## src/design/alist_pkg.sv

```systemverilog
`default_nettype none

package alist_pkg;

  localparam int DATA_W  = 32;
  localparam int KIND_W  = 3;
  localparam int POS_W   = 6;
  localparam int IDX_W   = 5;
  localparam int TOT_W   = 6;
  // read out never emits more entries than this
  localparam int MAX_OUT = 32;

  typedef enum logic [KIND_W-1:0] {
    KIND_CLEAR  = 3'd0,
    KIND_APPEND = 3'd1,
    KIND_INSERT = 3'd2,
    KIND_DELETE = 3'd3,
    KIND_SEARCH = 3'd4,
    KIND_READ   = 3'd5
  } kind_e;

  typedef enum logic [1:0] {
    STAT_OK        = 2'd0,
    STAT_BAD_POS   = 2'd1,
    STAT_FULL      = 2'd2,
    STAT_NOT_FOUND = 2'd3
  } status_e;

  typedef enum logic [1:0] {
    CELL_HOLD,
    CELL_INSERT,
    CELL_DELETE,
    CELL_ROTATE
  } cell_cmd_e;

  typedef enum logic {
    ST_IDLE,
    ST_SCAN
  } state_e;

endpackage

`default_nettype wire

```

## src/design/array_list_insert_delete_search_top.sv

```systemverilog
`default_nettype none

// Ordered list of signed 32-bit values held in a row of LIST_DEPTH cells.
// A request is taken at a clock edge where start is high and busy is low;
// kind selects clear, append, insert, delete, search or read out.
// Every request gives at least one result; each result shows on the result
// ports for one cycle with result_valid_o high, and last_o marks the final
// result of a request. The receiver cannot stall: results are never held.
// Clear, append, insert and delete: result in the cycle after the request;
// busy stays low, so these can be issued every cycle.
// Insert and delete shift the cells from the position up at once, each from its neighbor.
// Search and read out rotate the cell ring one place a cycle for a full lap
// through cell 0's single comparator and read tap; busy is high for the lap.
// Read out emits min(count, 32) results, one per cycle, each registered
// from cell 0 during the scan; search gives one result at the end.
// Reading out an empty list gives one result straight away.
// Reset clears the entry count and the control state; cell contents are
// not reset and only entries below the count are ever reported.
module array_list_insert_delete_search_top #(
  parameter int LIST_DEPTH = 32
) (
  input  wire                                 clk_i,
  input  wire                                 rst_ni,
  input  wire                                 start,
  output logic                                busy,
  input  wire  [alist_pkg::KIND_W-1:0]        kind_i,
  input  wire  [alist_pkg::POS_W-1:0]         position_i,
  input  wire  signed [alist_pkg::DATA_W-1:0] item_value_i,
  output logic                                result_valid_o,
  output logic [1:0]                          status_o,
  output logic [alist_pkg::IDX_W-1:0]         result_index_o,
  output logic signed [alist_pkg::DATA_W-1:0] result_value_o,
  output logic [alist_pkg::TOT_W-1:0]         entry_total_o,
  output logic                                last_o
);
  import alist_pkg::*;

  localparam int CW = $clog2(LIST_DEPTH + 1);
  localparam int KW = $clog2(LIST_DEPTH);
  localparam int PW = (CW > POS_W) ? CW : POS_W;
  localparam logic [PW-1:0] DEPTH_P = PW'(LIST_DEPTH);
  localparam logic [PW-1:0] MAXO_P  = PW'(MAX_OUT);
  localparam logic [KW-1:0] K_LAST  = KW'(LIST_DEPTH - 1);

  state_e            state_q, state_d;
  logic [CW-1:0]     cnt_q, cnt_d;
  logic [KW-1:0]     k_q, k_d;
  logic              search_q, search_d;
  logic              found_q, found_d;
  logic [KW-1:0]     hit_idx_q, hit_idx_d;
  logic [DATA_W-1:0] key_q, key_d;

  logic              ov_q, ov_d;
  status_e           st_q, st_d;
  logic [IDX_W-1:0]  ri_q, ri_d;
  logic [DATA_W-1:0] rv_q, rv_d;
  logic [TOT_W-1:0]  tot_q, tot_d;
  logic              last_q, last_d;

  cell_cmd_e         cmd;
  logic [PW-1:0]     cell_pos;
  logic [DATA_W-1:0] cell_val [LIST_DEPTH];

  logic [PW-1:0]     cnt_ext, pos_ext, k_ext, n_out;
  logic              hit;

  assign cnt_ext = PW'(cnt_q);
  assign pos_ext = PW'(position_i);
  assign k_ext   = PW'(k_q);
  assign n_out   = (cnt_ext > MAXO_P) ? MAXO_P : cnt_ext;
  assign hit     = (k_ext < cnt_ext) && (cell_val[0] == key_q);

  assign busy = (state_q == ST_SCAN);

  always_comb begin
    state_d   = state_q;
    cnt_d     = cnt_q;
    k_d       = k_q;
    search_d  = search_q;
    found_d   = found_q;
    hit_idx_d = hit_idx_q;
    key_d     = key_q;
    cmd       = CELL_HOLD;
    cell_pos  = pos_ext;
    ov_d      = 1'b0;
    st_d      = st_q;
    ri_d      = ri_q;
    rv_d      = rv_q;
    tot_d     = tot_q;
    last_d    = last_q;

    case (state_q)
      ST_IDLE: begin
        if (start) begin
          ov_d   = 1'b1;
          st_d   = STAT_OK;
          ri_d   = '0;
          rv_d   = '0;
          last_d = 1'b1;
          case (kind_e'(kind_i))
            KIND_CLEAR: cnt_d = '0;
            KIND_APPEND: begin
              if (cnt_ext == DEPTH_P) begin
                st_d = STAT_FULL;
              end else begin
                cmd      = CELL_INSERT;
                cell_pos = cnt_ext;
                cnt_d    = cnt_q + 1'b1;
              end
            end
            KIND_INSERT: begin
              // position check takes priority over the full check
              if (pos_ext > cnt_ext) begin
                st_d = STAT_BAD_POS;
              end else if (cnt_ext == DEPTH_P) begin
                st_d = STAT_FULL;
              end else begin
                cmd   = CELL_INSERT;
                cnt_d = cnt_q + 1'b1;
              end
            end
            KIND_DELETE: begin
              if (pos_ext >= cnt_ext) begin
                st_d = STAT_BAD_POS;
              end else begin
                cmd   = CELL_DELETE;
                cnt_d = cnt_q - 1'b1;
              end
            end
            KIND_SEARCH: begin
              ov_d     = 1'b0;
              state_d  = ST_SCAN;
              k_d      = '0;
              search_d = 1'b1;
              found_d  = 1'b0;
              key_d    = item_value_i;
            end
            KIND_READ: begin
              if (cnt_q != '0) begin
                ov_d     = 1'b0;
                state_d  = ST_SCAN;
                k_d      = '0;
                search_d = 1'b0;
              end
            end
            default: ;
          endcase
          tot_d = TOT_W'(cnt_d);
        end
      end
      ST_SCAN: begin
        // cell 0 holds entry k during this cycle
        cmd = CELL_ROTATE;
        k_d = k_q + 1'b1;
        if (search_q) begin
          if (hit && !found_q) begin
            found_d   = 1'b1;
            hit_idx_d = k_q;
          end
          if (k_q == K_LAST) begin
            ov_d   = 1'b1;
            last_d = 1'b1;
            rv_d   = '0;
            tot_d  = TOT_W'(cnt_q);
            if (found_q) begin
              st_d = STAT_OK;
              ri_d = IDX_W'(hit_idx_q);
            end else if (hit) begin
              st_d = STAT_OK;
              ri_d = IDX_W'(k_q);
            end else begin
              st_d = STAT_NOT_FOUND;
              ri_d = '0;
            end
          end
        end else if (k_ext < n_out) begin
          ov_d   = 1'b1;
          st_d   = STAT_OK;
          ri_d   = IDX_W'(k_q);
          rv_d   = cell_val[0];
          tot_d  = TOT_W'(cnt_q);
          last_d = ((k_ext + 1'b1) == n_out);
        end
        if (k_q == K_LAST) begin
          state_d = ST_IDLE;
        end
      end
      default: state_d = ST_IDLE;
    endcase
  end

  always_ff @(posedge clk_i or negedge rst_ni) begin
    if (!rst_ni) begin
      state_q <= ST_IDLE;
      cnt_q   <= '0;
      k_q     <= '0;
      ov_q    <= 1'b0;
    end else begin
      state_q <= state_d;
      cnt_q   <= cnt_d;
      k_q     <= k_d;
      ov_q    <= ov_d;
    end
  end

  always_ff @(posedge clk_i) begin
    search_q  <= search_d;
    found_q   <= found_d;
    hit_idx_q <= hit_idx_d;
    key_q     <= key_d;
    st_q      <= st_d;
    ri_q      <= ri_d;
    rv_q      <= rv_d;
    tot_q     <= tot_d;
    last_q    <= last_d;
  end

  for (genvar g = 0; g < LIST_DEPTH; g++) begin : g_cell
    logic [DATA_W-1:0] left_w, right_w;
    if (g == 0) begin : g_first
      assign left_w = cell_val[LIST_DEPTH-1];
    end else begin : g_mid
      assign left_w = cell_val[g-1];
    end
    if (g == LIST_DEPTH - 1) begin : g_end
      assign right_w = cell_val[0];
    end else begin : g_inner
      assign right_w = cell_val[g+1];
    end

    alist_cell #(
      .IDX (g),
      .PW  (PW)
    ) u_cell (
      .clk_i       (clk_i),
      .cmd_i       (cmd),
      .pos_i       (cell_pos),
      .ins_value_i (item_value_i),
      .left_i      (left_w),
      .right_i     (right_w),
      .value_o     (cell_val[g])
    );
  end

  assign result_valid_o = ov_q;
  assign status_o       = st_q;
  assign result_index_o = ri_q;
  assign result_value_o = rv_q;
  assign entry_total_o  = tot_q;
  assign last_o         = last_q;

endmodule

`default_nettype wire

```

## src/design/alist_cell.sv

```systemverilog
`default_nettype none

module alist_cell #(
  parameter int IDX = 0,
  parameter int PW  = 6
) (
  input  wire                          clk_i,
  input  alist_pkg::cell_cmd_e         cmd_i,
  input  wire  [PW-1:0]                pos_i,
  input  wire  [alist_pkg::DATA_W-1:0] ins_value_i,
  input  wire  [alist_pkg::DATA_W-1:0] left_i,
  input  wire  [alist_pkg::DATA_W-1:0] right_i,
  output logic [alist_pkg::DATA_W-1:0] value_o
);
  import alist_pkg::*;

  localparam logic [PW-1:0] MY_IDX = PW'(IDX);

  logic [DATA_W-1:0] value_q, value_d;

  always_comb begin
    value_d = value_q;
    case (cmd_i)
      CELL_INSERT: begin
        if (MY_IDX == pos_i) begin
          value_d = ins_value_i;
        end else if (MY_IDX > pos_i) begin
          value_d = left_i;
        end
      end
      CELL_DELETE: begin
        if (MY_IDX >= pos_i) begin
          value_d = right_i;
        end
      end
      // ring shift toward cell 0; a full lap restores the order
      CELL_ROTATE: value_d = right_i;
      default:     value_d = value_q;
    endcase
  end

  always_ff @(posedge clk_i) begin
    value_q <= value_d;
  end

  assign value_o = value_q;

endmodule

`default_nettype wire

```

## config.mk

```make
export PLATFORM = sky130hd
export DESIGN_NAME = array_list_insert_delete_search_top
export DESIGN_NICKNAME = d
export VERILOG_FILES = /design/src/design/alist_pkg.sv /design/src/design/array_list_insert_delete_search_top.sv /design/src/design/alist_cell.sv
export SDC_FILE = /design/constraint.sdc
export NUM_CORES = 2
export LEC_CHECK = 0
export BUFFER_PORTS_ARGS = -buffer_cell sky130_fd_sc_hd__buf_4
export CAP_MARGIN = 25
export CORE_MARGIN = 2
export CORE_UTILIZATION = 32
export CTS_BUF_LIST = sky130_fd_sc_hd__clkbuf_4 sky130_fd_sc_hd__clkbuf_8 sky130_fd_sc_hd__clkbuf_16
export CTS_CLUSTER_DIAMETER = 30
export CTS_CLUSTER_SIZE = 28
export DETAILED_ROUTE_END_ITERATION = 7
export PLACE_DENSITY = 0.54
export SLEW_MARGIN = 10
export SYNTH_ARGS = -nofsm -noshare
export SYNTH_HDL_FRONTEND = slang
export SYNTH_SLANG_ARGS = --single-unit
export TNS_END_PERCENT = 20
```

## constraint.sdc

```tcl
create_clock -name clk_i -period 6.04 [get_ports clk_i]
set_input_delay 0.604 -clock clk_i [delete_from_list [all_inputs] [get_ports clk_i]]
set_output_delay 0.604 -clock clk_i [all_outputs]
set_load 0.03 [all_outputs]
```

# Word-level counts from Yosys, hierarchy flattened
# Index checks and enable logic that the tools add are counted.
# totals
register_bits,1122
inputBits,44
out_inout_bits,48
# op_classes
add_sub_neg,4
magnitude_cmp,69
n_eq_ne,116
n_mux,199
bitwise,1
n_reduce_logical,47
# ops
op,n
32-bit two-way mux,100
32-bit one-hot mux with 3 select lines,32
3-bit AND reduction,36
"3-bit by 1-bit inequality test with 1-bit output, second input constant",34
"5-bit by 6-bit equality test with 1-bit output, first input constant",16
"5-bit by 6-bit >= comparator with 1-bit output, first input constant",16
"5-bit by 6-bit > comparator with 1-bit output, first input constant",16
6-bit two-way mux,12
"2-bit by 1-bit inequality test with 1-bit output, second input constant",35
32-bit one-hot mux with 2 select lines,1
"4-bit by 6-bit equality test with 1-bit output, first input constant",8
"4-bit by 6-bit >= comparator with 1-bit output, first input constant",8
"4-bit by 6-bit > comparator with 1-bit output, first input constant",8
5-bit two-way mux,8
32-bit equality test,1
5-bit one-hot mux with 2 select lines,3
"3-bit by 6-bit equality test with 1-bit output, first input constant",4
"3-bit by 6-bit >= comparator with 1-bit output, first input constant",4
"3-bit by 6-bit > comparator with 1-bit output, first input constant",4
6-bit one-hot mux with 4 select lines,1
2-bit two-way mux,11
1-bit two-way mux,19
1-bit one-hot mux with 2 select lines,7
"2-bit by 6-bit equality test with 1-bit output, first input constant",2
37 further kinds,50

# Longest topological paths before layout
# depth
depth_word,9
depth_mapped,13
mapped_depth_nobuf,11

# Modules after synthesis
# Synthesis repeated with hierarchy kept, for this count alone.
# unflattened
cells_unflattened,6184
area_unflattened_um2,65658.0
# by_module_without_submodules
mod,instances,cells_per_inst,area_each_um2
array_list_insert_delete_search_top,1,414,5086.1
alist_cell (g_cell[25].u_cell ...),2,187,1861.8
alist_cell (g_cell[22].u_cell),1,223,2298.5
alist_cell (g_cell[10].u_cell),1,186,2054.5
alist_cell (g_cell[20].u_cell),1,187,2048.2
alist_cell (g_cell[8].u_cell),1,189,1974.4
alist_cell (g_cell[7].u_cell),1,189,1969.4
alist_cell (g_cell[17].u_cell),1,190,1968.1
alist_cell (g_cell[3].u_cell),1,184,1964.4
alist_cell (g_cell[4].u_cell),1,191,1955.6
alist_cell (g_cell[6].u_cell),1,187,1953.1
alist_cell (g_cell[5].u_cell),1,190,1951.9
alist_cell (g_cell[1].u_cell),1,189,1949.4
alist_cell (g_cell[23].u_cell),1,187,1901.8
+18 rows,n/a,n/a,n/a

# Least setup slack after synthesis
# Ideal clock, no wire load.
# synth_timing
path_kind,reg-to-reg
start,register cnt_q[0] (netlist: cnt_ext[0])
end,"register tot_q[0] (netlist: entry_total_o[0]), enable pin"
setup_ps,513
t_arrival_ps,6064
path_slack_ps,-537
stages_incl_launch_ff,13
path_buffers,1
cell_sequence,dfrtp_1 > clkbuf_1 > inv_1 > ha_1 > nor4b_1 > o21ai_0 > ha_1 > nor2b_1 > o21a_1 > o21a_1 > o21ai_0 > a211oi_1 > o21ai_0
# synth_via
elab_chain_cells,5
# synth_rtl
item,line,text
from (decl),array_list_insert_delete_search_top.sv:46,"logic [CW-1:0] cnt_q, cnt_d;"
from (signal assigned),array_list_insert_delete_search_top.sv:200,cnt_q <= cnt_d;
6-bit > comparator,array_list_insert_delete_search_top.sv:70,assign n_out = (cnt_ext > MAXO_P) ? MAXO_P : cnt_ext;
6-bit two-way mux *,array_list_insert_delete_search_top.sv:70,
5-bit by 6-bit less-than comparator with 1-bit output *,array_list_insert_delete_search_top.sv:176,end else if (k_ext < n_out) begin
3-bit by 1-bit inequality test with 1-bit output (no source line) *,n/a,
3-bit AND reduction (no source line) *,n/a,
to (signal assigned),array_list_insert_delete_search_top.sv:214,tot_q <= tot_d;
to (decl),array_list_insert_delete_search_top.sv:57,"logic [TOT_W-1:0] tot_q, tot_d;"
# Every way passes the cells marked *; elsewhere a longest branch is shown, timed or not.
# A chain may end at the register's enable or synchronous reset.

# Final worst setup path
# layout_timing
start,register cnt_q[5] (netlist: cnt_ext[5])
end,"register g_cell[13].u_cell.value_q[26], data pin"
# layout_via
elab_chain_cells,8
# layout_rtl
item,line,text
branches (longest 7 deep; another with 6-bit > comparator),n/a,
32-bit one-hot mux with 3 select lines *,alist_cell.sv:23,case (cmd_i)
named net g_cell[13].u_cell.value_d[26],alist_cell.sv:19,"logic [DATA_W-1:0] value_q, value_d;"
to (signal assigned),alist_cell.sv:43,value_q <= value_d;
to (decl),alist_cell.sv:19,
# Mark *: on every way through the listed nets, which the timed path passes.

==> results.json <==
{
  "cts.clk_slew.worst_paths_ps": 50,
  "grt_first_pass_wirelength_mm": 292,
  "avgSynthCellArea_um2": 10.5,
  "reg2regPathDepth": 11,
  "synth-compound-area-share": 0.114,
  "critPathKind": "reg2reg",
  "io_pins": 92,
  "cts_tree": "built",
  "antenna_found_initial": 1,
  "die_h_um": 429,
  "ys_types": 69,
  "r2r_slack_ps": 1130,
  "dp.cells": 7578,
  "port_buffers": 91,
  "dp.final_hpwl_mm": 125,
  "setup_viol": 0,
  "drive_gt1_frac": 0.134,
  "critPathRequiredTime_ps": 6630,
  "place.gp.congestion": 0.910,
  "grt_pass1_vias": 43300,
  "synth_xor_area_frac": 0.00606,
  "rows": 155,
  "slew_violations": 0,
  "p_int_uw": 29500,
  "worst_pin_slew_ps": 1050,
  "cts_made_buffers": 303,
  "hp-class": "in2reg",
  "worstSetupStartpointType": "register",
  "rsz0062_at_grt": "no",
  "reg2reg_from": "cnt_ext[5]",
  "grt_usage": 0.210,
  "p_seq_frac": 0.395,
  "overflow": 0,
  "use_met1": 0.289,
  "htree_levels": 5,
  "ys_seq_area_frac": 0.582,
  "cap_violations": 0,
  "wl_per_cell_um": 24.7,
  "clock_latency_ps": 900,
  "arrival_ps": 5510,
  "layout.nets": 5596,
  "end_kind": "register",
  "finalInstanceArea_um2": 70800,
  "initial_core_util": 0.323,
  "cts_sinks": 1122,
  "p_sw_uw": 15300,
  "synth_adder_area_share": 0.00411,
  "ir_worst_vdd_v": 0.000296,
  "holdPathStages": 2,
  "postCtsSetupRepairBufs": 0,
  "synth_simple_gate_area_frac": 0.134,
  "die_w_um": 429,
  "firstDrtPassIters": 6,
  "synth_mux_area_frac": 0.121,
  "fin_util": 0.396,
  "status": "complete, no violations",
  "grt_busiest_layer": "met2",
  "cts_buffer_depth": 4,
  "n_antenna_cell": 0,
  "worstPathMaxFanout": 87,
  "hold_end": "search_q",
  "leakage_uw": 0.0265,
  "fin_setup_tns_ps": 0,
  "vias": 44700,
  "hold_violations": 0,
  "route.detailed.drc": 0,
  "seqCellArea_um2": 33600,
  "wirelength_mm": 200,
  "ys_warn_count": 0,
  "switching_share": 0.342,
  "min_period_ps": 4910,
  "clock_power_share": 0.355,
  "synth_top_family_by_area": "simple AND/OR/NAND/NOR gates",
  "min_period_over_period": 0.813,
  "clk_root_buffer_cell": "clkbuf_16",
  "powerDensity_nw_per_um2": 632,
  "slew_headroom": 0.281,
  "synth_area_um2": 57800,
  "use_met2": 0.311,
  "hold_start": "kind_i[1]",
  "final_antenna_net_count": 0,
  "syn-num-nets": 5585,
  "timing.rr.end": "g_cell[13].u_cell.value_o[26]",
  "final_common_cell": "edfxtp_1",
  "final_cells": 8107,
  "final_cell_mix": "edfxtp_1 (1109), nor2_1 (1053), nand2_1 (748)",
  "multi_input_area_um2": 22300,
  "ctsHoldBuffers": 1,
  "fill_cells": 17200,
  "first_iter_violations": 5355,
  "place_area_um2": 60700,
  "use_met3": 0.0392,
  "area_growth_pct": 22.5,
  "core_um2": 179000,
  "synth_edf_count": 1109,
  "power.total_uw": 44800,
  "clock_skew_ps": 63.0,
  "combPwrFrac": 0.250,
  "async_reset_ff_frac": 0.0116,
  "via_per_inst": 5.52,
  "netlist_instances": 5522,
  "timing.fmax_mhz": 204,
  "synth_seq_cells": 1122,
  "dieArea_um2": 184000,
  "cts_resized": 0,
  "ys.flop_type": "edfxtp_1",
  "grt_start_max_net_pins": 211
}
synth_stat cells, types with 7 or more instances:
cell type,n,share of area
edfxtp_1,1109,0.58
nor2_1,1053,0.068
nand2_1,750,0.049
a21oi_1,695,0.060
mux2i_1,689,0.12
clkbuf_1,406,0.026
a31oi_1,365,0.040
buf_2,40,0.0035
buf_4,37,0.0048
and3_1,35,0.0038
xor2_1,32,0.0048
o21ai_0,29,0.0025
nand3_1,21,0.0018
ha_1,19,0.0041
a22oi_1,18,0.0023
inv_1,18,0.0012
nor3_1,18,0.0016
nand2b_1,15,0.0016
dfrtp_1,13,0.0056
nor2_2,13,0.0014
buf_6,11,0.0021
mux2_2,11,0.0021
nor3_2,11,0.0019
a31o_2,8,0.0012
nor2b_1,8,0.00087
xnor2_1,8,0.0012
nand4_1,7,0.00076
worst max-delay path by stage:
stage / from / end / slack [ps] / cells after the start
6_report: cnt_ext[5] / g_cell[13].u_cell.value_o[26] / 1130 / 11
5_1_grt: cnt_ext[5] / g_cell[13].u_cell.value_o[26] / 850 / 11
4_1_cts: cnt_ext[5] / g_cell[13].u_cell.value_o[26] / 1210 / 11
2_1_floorplan: cnt_ext[0] / entry_total_o[0] / 710 / 12
3_3_place_gp: cnt_ext[5] / g_cell[13].u_cell.value_o[21] / 1350 / 11
3_5_place_dp: cnt_ext[5] / g_cell[13].u_cell.value_o[23] / 1260 / 11
final cells by class:
type                            count  area share
Inverter                           19     0.00101
Sequential cell                  1122       0.475
Clock inverter                    181      0.0296
Clock buffer                      343       0.112
Timing Repair Buffer              202      0.0252
Multi-Input combinational cell   3885       0.316
Tap cell                         2355      0.0416
metal layers:
layer / wire length (um) / vias up / part of all wire
met2: 87300 / 2166 / 0.44
met1: 86800 / 22100 / 0.43
met5: 0 / - / 0
met3: 15800 / 405 / 0.079
li1: - / 20000 / -
met4: 10600 / 0 / 0.053
worst max-delay path, stage by stage, from the launching register on:
cell,delay [ps]
dfrtp_1,650
inv_1,430
ha_1,460
and4_1,290
nand3_1,330
nor4b_2,290
buf_4,210
a21oi_4,200
buf_4,320
buf_4,390
buf_4,740
a31oi_1,190
stage by stage:
| stage | hold slack, ps | setup WS, ps |
|---|---|---|
| 6_report | 77.8 | 1130 |
| 5_1_grt | 51.7 | 851 |
| 4_1_cts | 17.6 | 1210 |
| 3_5_place_dp | 481 | 1260 |
| 3_3_place_gp | 484 | 1350 |
| 2_1_floorplan | 308 | 708 |
registers in the layout (all words and copies together) (netlist names):
name,flops
busy,1
cnt_ext,6
entry_total_o,6
found_q,1
g_cell.u_cell.value_o,1024
hit_idx_q,5
k_q,5
key_q,32
last_o,1
result_index_o,5
result_valid_o,1
result_value_o,32
search_q,1
status_o,2
cells by family (layout without fill, tap and decap cells):
| logic type | Yosys count | after routing |
|---|---|---|
| simple gates | 1956 | 1956 |
| compound gates | 1170 | 1170 |
| flops | 1122 | 1122 |
| mux | 700 | 700 |
| buf+inv | 515 | 745 |
| xor+xnor | 40 | 40 |
| fa+ha+maj | 19 | 19 |
power by group through the flow:
stage / clock network [uW] / registers [uW] / logic (uW)
2_1_floorplan: 0 / 16100 / 7610
3_5_place_dp: 0 / 17700 / 11000
6_report: 15900 / 17700 / 11200
3_3_place_gp: 0 / 17700 / 10700
5_1_grt: 16500 / 18000 / 12300
4_1_cts: 16100 / 17600 / 11000
(Power assumes the default switching activity.)
